[src/sv/rfo_pkg.sv]
// Shared types, codes and default sizes of the ring FIFO with overwrite.
package rfo_pkg;

  localparam int DEPTH_DEF      = 16;
  localparam int ITEM_WIDTH_DEF = 64;

  localparam int FUNC_W   = 3;
  localparam int DATA_W   = 64;
  localparam int CNT_W    = 4;
  localparam int STATUS_W = 2;
  localparam int OCC_W    = 4;
  localparam int S_TDATA_W = ((DATA_W + CNT_W + 7) / 8) * 8;
  localparam int M_TDATA_W = ((DATA_W + OCC_W + 7) / 8) * 8;
  localparam int M_TUSER_W = STATUS_W + 1;

  localparam logic [FUNC_W-1:0] FUNC_APPEND    = 3'd0;
  localparam logic [FUNC_W-1:0] FUNC_APPEND_OW = 3'd1;
  localparam logic [FUNC_W-1:0] FUNC_READ_CONT = 3'd2;
  localparam logic [FUNC_W-1:0] FUNC_READ_WRAP = 3'd3;
  localparam logic [FUNC_W-1:0] FUNC_PEEK      = 3'd4;

  localparam logic [STATUS_W-1:0] STAT_OK     = 2'd0;
  localparam logic [STATUS_W-1:0] STAT_FULL   = 2'd1;
  localparam logic [STATUS_W-1:0] STAT_NODATA = 2'd2;

  typedef struct packed {
    logic                load;
    logic                use_mem;
    logic [STATUS_W-1:0] status;
    logic                dvalid;
    logic                last;
    logic [OCC_W-1:0]    occ;
  } res_t;

endpackage

[src/sv/rfo_store.sv]
// Item memory: one write port, one read port with registered read data.
module rfo_store
  import rfo_pkg::*;
#(
  parameter int DEPTH      = DEPTH_DEF,
  parameter int ITEM_WIDTH = ITEM_WIDTH_DEF,
  localparam int PW        = $clog2(DEPTH)
) (
  input  logic                  clk_i,
  input  logic                  wr_en_i,
  input  logic [PW-1:0]         wr_addr_i,
  input  logic [ITEM_WIDTH-1:0] wr_data_i,
  input  logic                  rd_en_i,
  input  logic [PW-1:0]         rd_addr_i,
  output logic [ITEM_WIDTH-1:0] rd_data_o
);

  logic [ITEM_WIDTH-1:0] mem_q [DEPTH];

  always_ff @(posedge clk_i) begin
    if (wr_en_i) begin
      mem_q[wr_addr_i] <= wr_data_i;
    end
  end

  always_ff @(posedge clk_i) begin
    if (rd_en_i) begin
      rd_data_o <= mem_q[rd_addr_i];
    end
  end

endmodule

[src/sv/rfo_seq.sv]
// Request sequencer: pointers, pop counter and result control.
module rfo_seq
  import rfo_pkg::*;
#(
  parameter int DEPTH      = DEPTH_DEF,
  parameter int ITEM_WIDTH = ITEM_WIDTH_DEF,
  localparam int PW        = $clog2(DEPTH)
) (
  input  logic                  clk_i,
  input  logic                  rst_ni,
  input  logic                  req_valid_i,
  output logic                  req_ready_o,
  input  logic [FUNC_W-1:0]     req_func_i,
  input  logic [ITEM_WIDTH-1:0] req_item_i,
  input  logic [CNT_W-1:0]      req_count_i,
  input  logic                  out_free_i,
  output res_t                  res_o,
  output logic                  wr_en_o,
  output logic [PW-1:0]         wr_addr_o,
  output logic [ITEM_WIDTH-1:0] wr_data_o,
  output logic                  rd_en_o,
  output logic [PW-1:0]         rd_addr_o
);

  localparam int CW = PW + 1;
  localparam int XW = (CW > CNT_W) ? CW : CNT_W;

  localparam logic ST_IDLE    = 1'b0;
  localparam logic ST_DELIVER = 1'b1;

  logic             state_q, state_d;
  logic [PW-1:0]    wp_q, wp_d;
  logic [PW-1:0]    rp_q, rp_d;
  logic [CNT_W-1:0] rem_q, rem_d;
  logic             pop_q, pop_d;

  logic [PW-1:0]    fill;
  logic             full;
  logic             accept;
  logic [CW-1:0]    to_end;
  logic [CW-1:0]    lim_cont;
  logic [CW-1:0]    lim;
  logic [CNT_W-1:0] n;

  assign fill     = wp_q - rp_q;
  assign full     = (fill == PW'(DEPTH - 1));
  assign to_end   = CW'(DEPTH) - CW'(rp_q);
  assign lim_cont = (CW'(fill) < to_end) ? CW'(fill) : to_end;
  assign lim      = (req_func_i == FUNC_READ_CONT) ? lim_cont : CW'(fill);
  assign n        = (XW'(req_count_i) < XW'(lim)) ? req_count_i : CNT_W'(lim);

  assign req_ready_o = (state_q == ST_IDLE) && out_free_i;
  assign accept      = req_valid_i && req_ready_o;
  assign wr_addr_o   = wp_q;
  assign wr_data_o   = req_item_i;

  always_comb begin
    state_d   = state_q;
    wp_d      = wp_q;
    rp_d      = rp_q;
    rem_d     = rem_q;
    pop_d     = pop_q;
    wr_en_o   = 1'b0;
    rd_en_o   = 1'b0;
    rd_addr_o = rp_q;
    res_o     = '0;
    case (state_q)
      ST_IDLE: begin
        if (accept) begin
          case (req_func_i)
            FUNC_APPEND, FUNC_APPEND_OW: begin
              res_o.load = 1'b1;
              res_o.last = 1'b1;
              if (full && (req_func_i == FUNC_APPEND)) begin
                res_o.status = STAT_FULL;
                res_o.occ    = OCC_W'(fill);
              end else begin
                wr_en_o      = 1'b1;
                wp_d         = wp_q + PW'(1);
                rp_d         = full ? rp_q + PW'(1) : rp_q;
                res_o.status = STAT_OK;
                res_o.occ    = OCC_W'(full ? fill : fill + PW'(1));
              end
            end
            FUNC_READ_CONT, FUNC_READ_WRAP: begin
              if (n == '0) begin
                res_o.load   = 1'b1;
                res_o.last   = 1'b1;
                res_o.status = STAT_NODATA;
                res_o.occ    = OCC_W'(fill);
              end else begin
                rd_en_o = 1'b1;
                rem_d   = n;
                pop_d   = 1'b1;
                state_d = ST_DELIVER;
              end
            end
            FUNC_PEEK: begin
              if (fill == '0) begin
                res_o.load   = 1'b1;
                res_o.last   = 1'b1;
                res_o.status = STAT_NODATA;
                res_o.occ    = OCC_W'(fill);
              end else begin
                rd_en_o = 1'b1;
                rem_d   = CNT_W'(1);
                pop_d   = 1'b0;
                state_d = ST_DELIVER;
              end
            end
            default: begin
            end
          endcase
        end
      end
      ST_DELIVER: begin
        if (out_free_i) begin
          res_o.load    = 1'b1;
          res_o.use_mem = 1'b1;
          res_o.status  = STAT_OK;
          res_o.dvalid  = 1'b1;
          res_o.last    = (rem_q == CNT_W'(1));
          if (pop_q) begin
            rp_d = rp_q + PW'(1);
          end
          res_o.occ = OCC_W'(wp_q - rp_d);
          rem_d     = rem_q - CNT_W'(1);
          if (rem_q == CNT_W'(1)) begin
            state_d = ST_IDLE;
          end else begin
            rd_en_o   = 1'b1;
            rd_addr_o = rp_d;
          end
        end
      end
      default: begin
        state_d = ST_IDLE;
      end
    endcase
  end

  always_ff @(posedge clk_i or negedge rst_ni) begin
    if (!rst_ni) begin
      state_q <= ST_IDLE;
      wp_q    <= '0;
      rp_q    <= '0;
      rem_q   <= '0;
      pop_q   <= 1'b0;
    end else begin
      state_q <= state_d;
      wp_q    <= wp_d;
      rp_q    <= rp_d;
      rem_q   <= rem_d;
      pop_q   <= pop_d;
    end
  end

endmodule

[src/sv/ring_fifo_with_overwrite.sv]
// Ring FIFO with overwrite: top level with sequencer, item memory and output register.
// Appends, rejects and no-data results are written to the result register when the request is accepted.
// Reads and peeks first read the item memory, then emit one result per cycle while the output register is free.
// A new request is taken once the previous one has loaded its last result and the output register is free.
// Reset clears both pointers and the control state; the item memory is not cleared.
module ring_fifo_with_overwrite
  import rfo_pkg::*;
#(
  parameter int DEPTH      = DEPTH_DEF,
  parameter int ITEM_WIDTH = ITEM_WIDTH_DEF,
  localparam int PW        = $clog2(DEPTH)
) (
  input  logic                 clk_i,
  input  logic                 rst_ni,
  input  logic                 s_axis_tvalid,
  output logic                 s_axis_tready,
  input  logic [S_TDATA_W-1:0] s_axis_tdata,  // item_value, read_count
  input  logic [FUNC_W-1:0]    s_axis_tuser,  // func
  output logic                 m_axis_tvalid,
  input  logic                 m_axis_tready,
  output logic [M_TDATA_W-1:0] m_axis_tdata,  // data_value, occupancy
  output logic [M_TUSER_W-1:0] m_axis_tuser,  // status, data_valid
  output logic                 m_axis_tlast
);

  res_t                  res;
  logic                  out_free;
  logic                  wr_en;
  logic [PW-1:0]         wr_addr;
  logic [ITEM_WIDTH-1:0] wr_data;
  logic                  rd_en;
  logic [PW-1:0]         rd_addr;
  logic [ITEM_WIDTH-1:0] rd_data;
  logic signed [ITEM_WIDTH-1:0] rd_signed;

  logic                  out_valid_q;
  logic [STATUS_W-1:0]   status_q;
  logic                  dvalid_q;
  logic                  last_q;
  logic [OCC_W-1:0]      occ_q;
  logic [DATA_W-1:0]     data_q;

  assign out_free  = !out_valid_q || m_axis_tready;
  assign rd_signed = rd_data;

  rfo_seq #(
    .DEPTH      (DEPTH),
    .ITEM_WIDTH (ITEM_WIDTH)
  ) u_seq (
    .clk_i       (clk_i),
    .rst_ni      (rst_ni),
    .req_valid_i (s_axis_tvalid),
    .req_ready_o (s_axis_tready),
    .req_func_i  (s_axis_tuser),
    .req_item_i  (s_axis_tdata[ITEM_WIDTH-1:0]),
    .req_count_i (s_axis_tdata[DATA_W +: CNT_W]),
    .out_free_i  (out_free),
    .res_o       (res),
    .wr_en_o     (wr_en),
    .wr_addr_o   (wr_addr),
    .wr_data_o   (wr_data),
    .rd_en_o     (rd_en),
    .rd_addr_o   (rd_addr)
  );

  rfo_store #(
    .DEPTH      (DEPTH),
    .ITEM_WIDTH (ITEM_WIDTH)
  ) u_store (
    .clk_i     (clk_i),
    .wr_en_i   (wr_en),
    .wr_addr_i (wr_addr),
    .wr_data_i (wr_data),
    .rd_en_i   (rd_en),
    .rd_addr_i (rd_addr),
    .rd_data_o (rd_data)
  );

  always_ff @(posedge clk_i or negedge rst_ni) begin
    if (!rst_ni) begin
      out_valid_q <= 1'b0;
    end else if (res.load) begin
      out_valid_q <= 1'b1;
    end else if (m_axis_tready) begin
      out_valid_q <= 1'b0;
    end
  end

  always_ff @(posedge clk_i) begin
    if (res.load) begin
      status_q <= res.status;
      dvalid_q <= res.dvalid;
      last_q   <= res.last;
      occ_q    <= res.occ;
      data_q   <= res.use_mem ? DATA_W'(rd_signed) : '0;
    end
  end

  assign m_axis_tvalid = out_valid_q;
  assign m_axis_tdata  = {(M_TDATA_W - DATA_W - OCC_W)'(0), occ_q, data_q};
  assign m_axis_tuser  = {dvalid_q, status_q};
  assign m_axis_tlast  = last_q;

endmodule

[config.mk]
export PLATFORM = sky130hd
export DESIGN_NAME = ring_fifo_with_overwrite
export DESIGN_NICKNAME = d
export VERILOG_FILES = /design/src/sv/rfo_pkg.sv /design/src/sv/rfo_store.sv /design/src/sv/rfo_seq.sv /design/src/sv/ring_fifo_with_overwrite.sv
export SDC_FILE = /design/constraint.sdc
export NUM_CORES = 2
export LEC_CHECK = 0
export BUFFER_PORTS_ARGS = -buffer_cell sky130_fd_sc_hd__buf_4
export CORE_UTILIZATION = 55
export CTS_CLUSTER_DIAMETER = 120
export CTS_CLUSTER_SIZE = 30
export DETAILED_ROUTE_END_ITERATION = 10
export GPL_ROUTABILITY_DRIVEN = 0
export PLACE_DENSITY_LB_ADDON = 0.25
export SLEW_MARGIN = 20
export SYNTH_ARGS = -nofsm -noshare
export SYNTH_HDL_FRONTEND = slang
export SYNTH_SLANG_ARGS = --single-unit
[constraint.sdc]
create_clock -name clk_i -period 8.42 [get_ports clk_i]
set_clock_uncertainty 0.15 [all_clocks]
set_input_delay 1.263 -clock clk_i [delete_from_list [all_inputs] [get_ports clk_i]]
set_output_delay 1.263 -clock clk_i [all_outputs]
set_load 0.01 [all_outputs]
==> flow_metrics.tcl <==
set metrics [dict create \
    rsz0062_at_grt "no" \
    layout-drive-gt1-share_pct 29.2 \
    synth_top_cell_area_share_pct 77.7 \
    synth_edf_count 1160 \
    timing_worst_slew_pin_value_ns 1.12 \
    synth_most_common_cell "edfxtp_1" \
    worstSetupStartpointType "flip-flop" \
    cpMaxStageDelayCell "or2_4" \
    p_leak_nw 15.4 \
    drt-initial-drc-count 2096 \
    fp.coreArea_mm2 0.0805 \
    crit_buf_inv 3 \
    ys_seq_elements 1175 \
    critical_path.startpoint "u_seq.rp_q[2]" \
    relSlewSlack_pct 25.4 \
    cts_resized 0 \
    p_per_area_mw_per_mm2 333 \
    clockRootBuffer "clkbuf_16" \
    route.detailed.drc 0 \
    synth_area_leader_cell "edfxtp_1" \
    nets 2122 \
    crit_chain "clkinv_1 > ha_1 > a21oi_1 > o21ai_0 > xnor2_2 > inv_1 > ha_1 > o21ai_0 > a21oi_1 > o21ai_2 > mux2_2 > ha_1 > a21o_1 > a211oi_1 > o2111ai_1 > o311a_2 > a311oi_1 > o31a_1 > or2_4 > buf_12" \
    routed_wl_um 92700 \
    ys_seq_area_share_pct 78.6 \
    post-cts-setup-buffers 0 \
    synth.avg_cell_area_um2 23.9 \
    cp.arrival_ns 7.25 \
    cp.required_ns 8.59 \
    cts_tree "done" \
    holdBufCountCts 0 \
    fin_area_mm2 0.0488 \
    ys.flop_type "edfxtp_1" \
    grt_pass1_vias 20193 \
    path_max_fanout 37 \
    drt_pass1_iterations 6 \
    dieArea_mm2 0.0826 \
    vdd_drop_max_uv 450 \
    synthTopCellsByArea "edfxtp_1 (78%), mux4_2 (16%), and3_1 (0.91%), dfrtp_1 (0.84%), ha_1 (0.64%)" \
    synth_common_cells "edfxtp_1 (1,160), mux4_2 (320), and3_1 (65), clkbuf_1 (47), buf_2 (32)" \
    cpLargestDelayFamily "compound AO/OA/AOI/OAI gates" \
    status "complete, no violations" \
    areaGrowthSynthToFinish_pct 8.86 \
    die_h_um 287 \
    cts_made_buffers 45 \
    min_period_ns 7.08 \
    criticalPathCategory "flip-flop to flip-flop" \
    path_clk_slew_ns 0.11 \
    start_util_pct 55.6 \
    netlist-cell-type-count 62 \
    port_buffers 148 \
    overflow 0 \
    end_kind "flip-flop" \
    io_pins 157 \
    post-dp-hpwl_um 44500 \
    min_path_type "input pin to asynchronous set/reset pin" \
    maxCapViolations 0 \
    max_freq_ghz 0.141 \
    final.setup.tns_ns 0 \
    setup_viol 0 \
    cpPeakStageDelay_ns 0.70 \
    synthCells 1877 \
    crit_top_cell "ha_1" \
    finalHoldViolCount 0 \
    drtAntennaViolNets 0 \
    antenna_found_initial 9 \
    fin_crit_sh_pct 84.1 \
    slew_violations 0 \
    wl_per_cell_um 29.9 \
    clk_latency_ns 0.64 \
    num_vias 19851 \
    num_rows 104 \
    avgViaCountPerCell 6.41 \
    clockBufferDepth 3 \
    n_fill_cell 5404 \
    h-tree-depth 2 \
    clkSinkCount 1175 \
    netlist_area_mm2 0.0448 \
    grt_max_degree 165 \
    grt_pass1_wl_um 135000 \
    post_dp_cell_area_mm2 0.0475 \
    r2r_start "u_seq.rp_q[2]" \
    yosysWarnings 0 \
    async_reset_ff_share_pct 1.28 \
    die_x_um 287 \
    grtUsageTotal_pct 22.7 \
]
## registers in the layout, summed over array words and instances (netlist names)
| signal | count |
|---|---|
| u_seq.state_q | 1 |
| u_seq.rem_q | 4 |
| status_q | 2 |
| data_q | 64 |
| u_seq.wr_addr_o | 4 |
| occ_q | 4 |
| m_axis_tvalid | 1 |
| u_store.mem_q | 1024 |
| m_axis_tlast | 1 |
| u_seq.rp_q | 4 |
| dvalid_q | 1 |
| u_store.rd_data_o | 64 |
| u_seq.pop_q | 1 |
## worst reg2reg max path, cell delays in order, from the launching register on
cell and delay (ns):
dfrtp_1 0.47, clkinv_1 0.31, ha_1 0.43, a21oi_1 0.17, o21ai_0 0.15, xnor2_2 0.34, inv_1 0.19, ha_1 0.31
o21ai_0 0.07, a21oi_1 0.42, o21ai_2 0.21, mux2_2 0.38, ha_1 0.34, a21o_1 0.20, a211oi_1 0.44, o2111ai_1 0.18
o311a_2 0.23, a311oi_1 0.42, o31a_1 0.28, or2_4 0.70, buf_12 0.37
## cell families after synthesis
family                   count (synthesis)  share of synthesized area, %
XOR/XNOR                                19                         0.422
multiplexers                           327                          16.3
buffers and inverters                  117                          1.17
AO/OA/AOI/OAI                           62                         0.919
other                                    1                       0.00837
flip-flops                            1175                          78.6
AND/OR/NAND/NOR                        151                          1.90
adder cells (fa/ha/maj)                 25                         0.732
## per-layer routing
| metal | vias to the layer above | global-route usage (%) | wire, um |
|---|---|---|---|
| li1 | 8192 | - | - |
| met1 | 10772 | 32.8 | 38100 |
| met2 | 753 | 37.9 | 47300 |
| met3 | 122 | 2.71 | 5700 |
| met4 | 12 | 4.39 | 1540 |
| met5 | - | 0 | 68 |
## metrics by stage
step | cells | util, % | total power [mW] | hold slack, ns | worst slack (ns)
2_1_floorplan | 1880 | - | 12.2 | 0.363 | 0.988
3_3_place_gp | 3031 | 59.0 | 13.6 | 0.386 | 1.73
3_5_place_dp | 3031 | 59.0 | 13.7 | 0.387 | 1.58
4_1_cts | 3097 | 60.6 | 16.4 | 0.288 | 1.53
5_1_grt | 3099 | 60.6 | 16.9 | 0.297 | 1.11
6_report | 3099 | 60.6 | 16.2 | 0.319 | 1.34
## power by group
part	switching (mW)	total [mW]	internal, mW
registers	0.175	7.19	7.01
clock network	1.66	2.71	1.05
logic	3.00	6.35	3.35
## cell type report
type / instances / area [um^2] / share of cell area [%]
Antenna cell: 2 / 5.00 / 0.0103
Clock buffer: 64 / 1240 / 2.54
Clock inverter: 2 / 38.8 / 0.0795
Inverter: 25 / 93.8 / 0.192
Multi-Input combinational cell: 588 / 9260 / 19.0
Sequential cell: 1175 / 35200 / 72.2
Tap cell: 1060 / 1330 / 2.72
Timing Repair Buffer: 183 / 1610 / 3.30
## path summary, 6_finish.rpt
check	depth (start not counted)	slack, ns	to
hold / removal	1	0.32	m_axis_tvalid
setup reg to reg	20	1.34	u_store.rd_data_o[14]
setup / recovery	20	1.34	u_store.rd_data_o[14]
min in group clk_i	1	0.41	data_q[38]
max in group asynchronous	1	7.58	u_seq.state_q
hold reg to reg	1	0.41	data_q[38]
## placed cells by master (no fill, tap or decap), types with 3 or more instances in the layout
| master | n |
|---|---|
| a21oi_1 | 14 |
| edfxtp_1 | 1160 |
| nor3_2 | 4 |
| o31a_1 | 3 |
| nor2_4 | 12 |
| xor2_1 | 5 |
| o21ai_0 | 16 |
| dfrtp_1 | 14 |
| conb_1 | 4 |
| nand4_1 | 3 |
| buf_12 | 19 |
| inv_1 | 22 |
| nor2_1 | 13 |
| xnor2_1 | 10 |
| mux4_2 | 320 |
| o211ai_1 | 3 |
| o2111ai_1 | 3 |
| mux2i_1 | 3 |
| o21a_1 | 3 |
| nor3_1 | 5 |
| and3_1 | 65 |
| nand2b_1 | 4 |
| buf_4 | 164 |
| o31ai_1 | 3 |
| clkbuf_1 | 17 |
| ha_1 | 23 |
| clkbuf_16 | 47 |
| nand2_1 | 19 |
| nand3_1 | 7 |
Note: power is estimated with default switching activity, not from simulation.
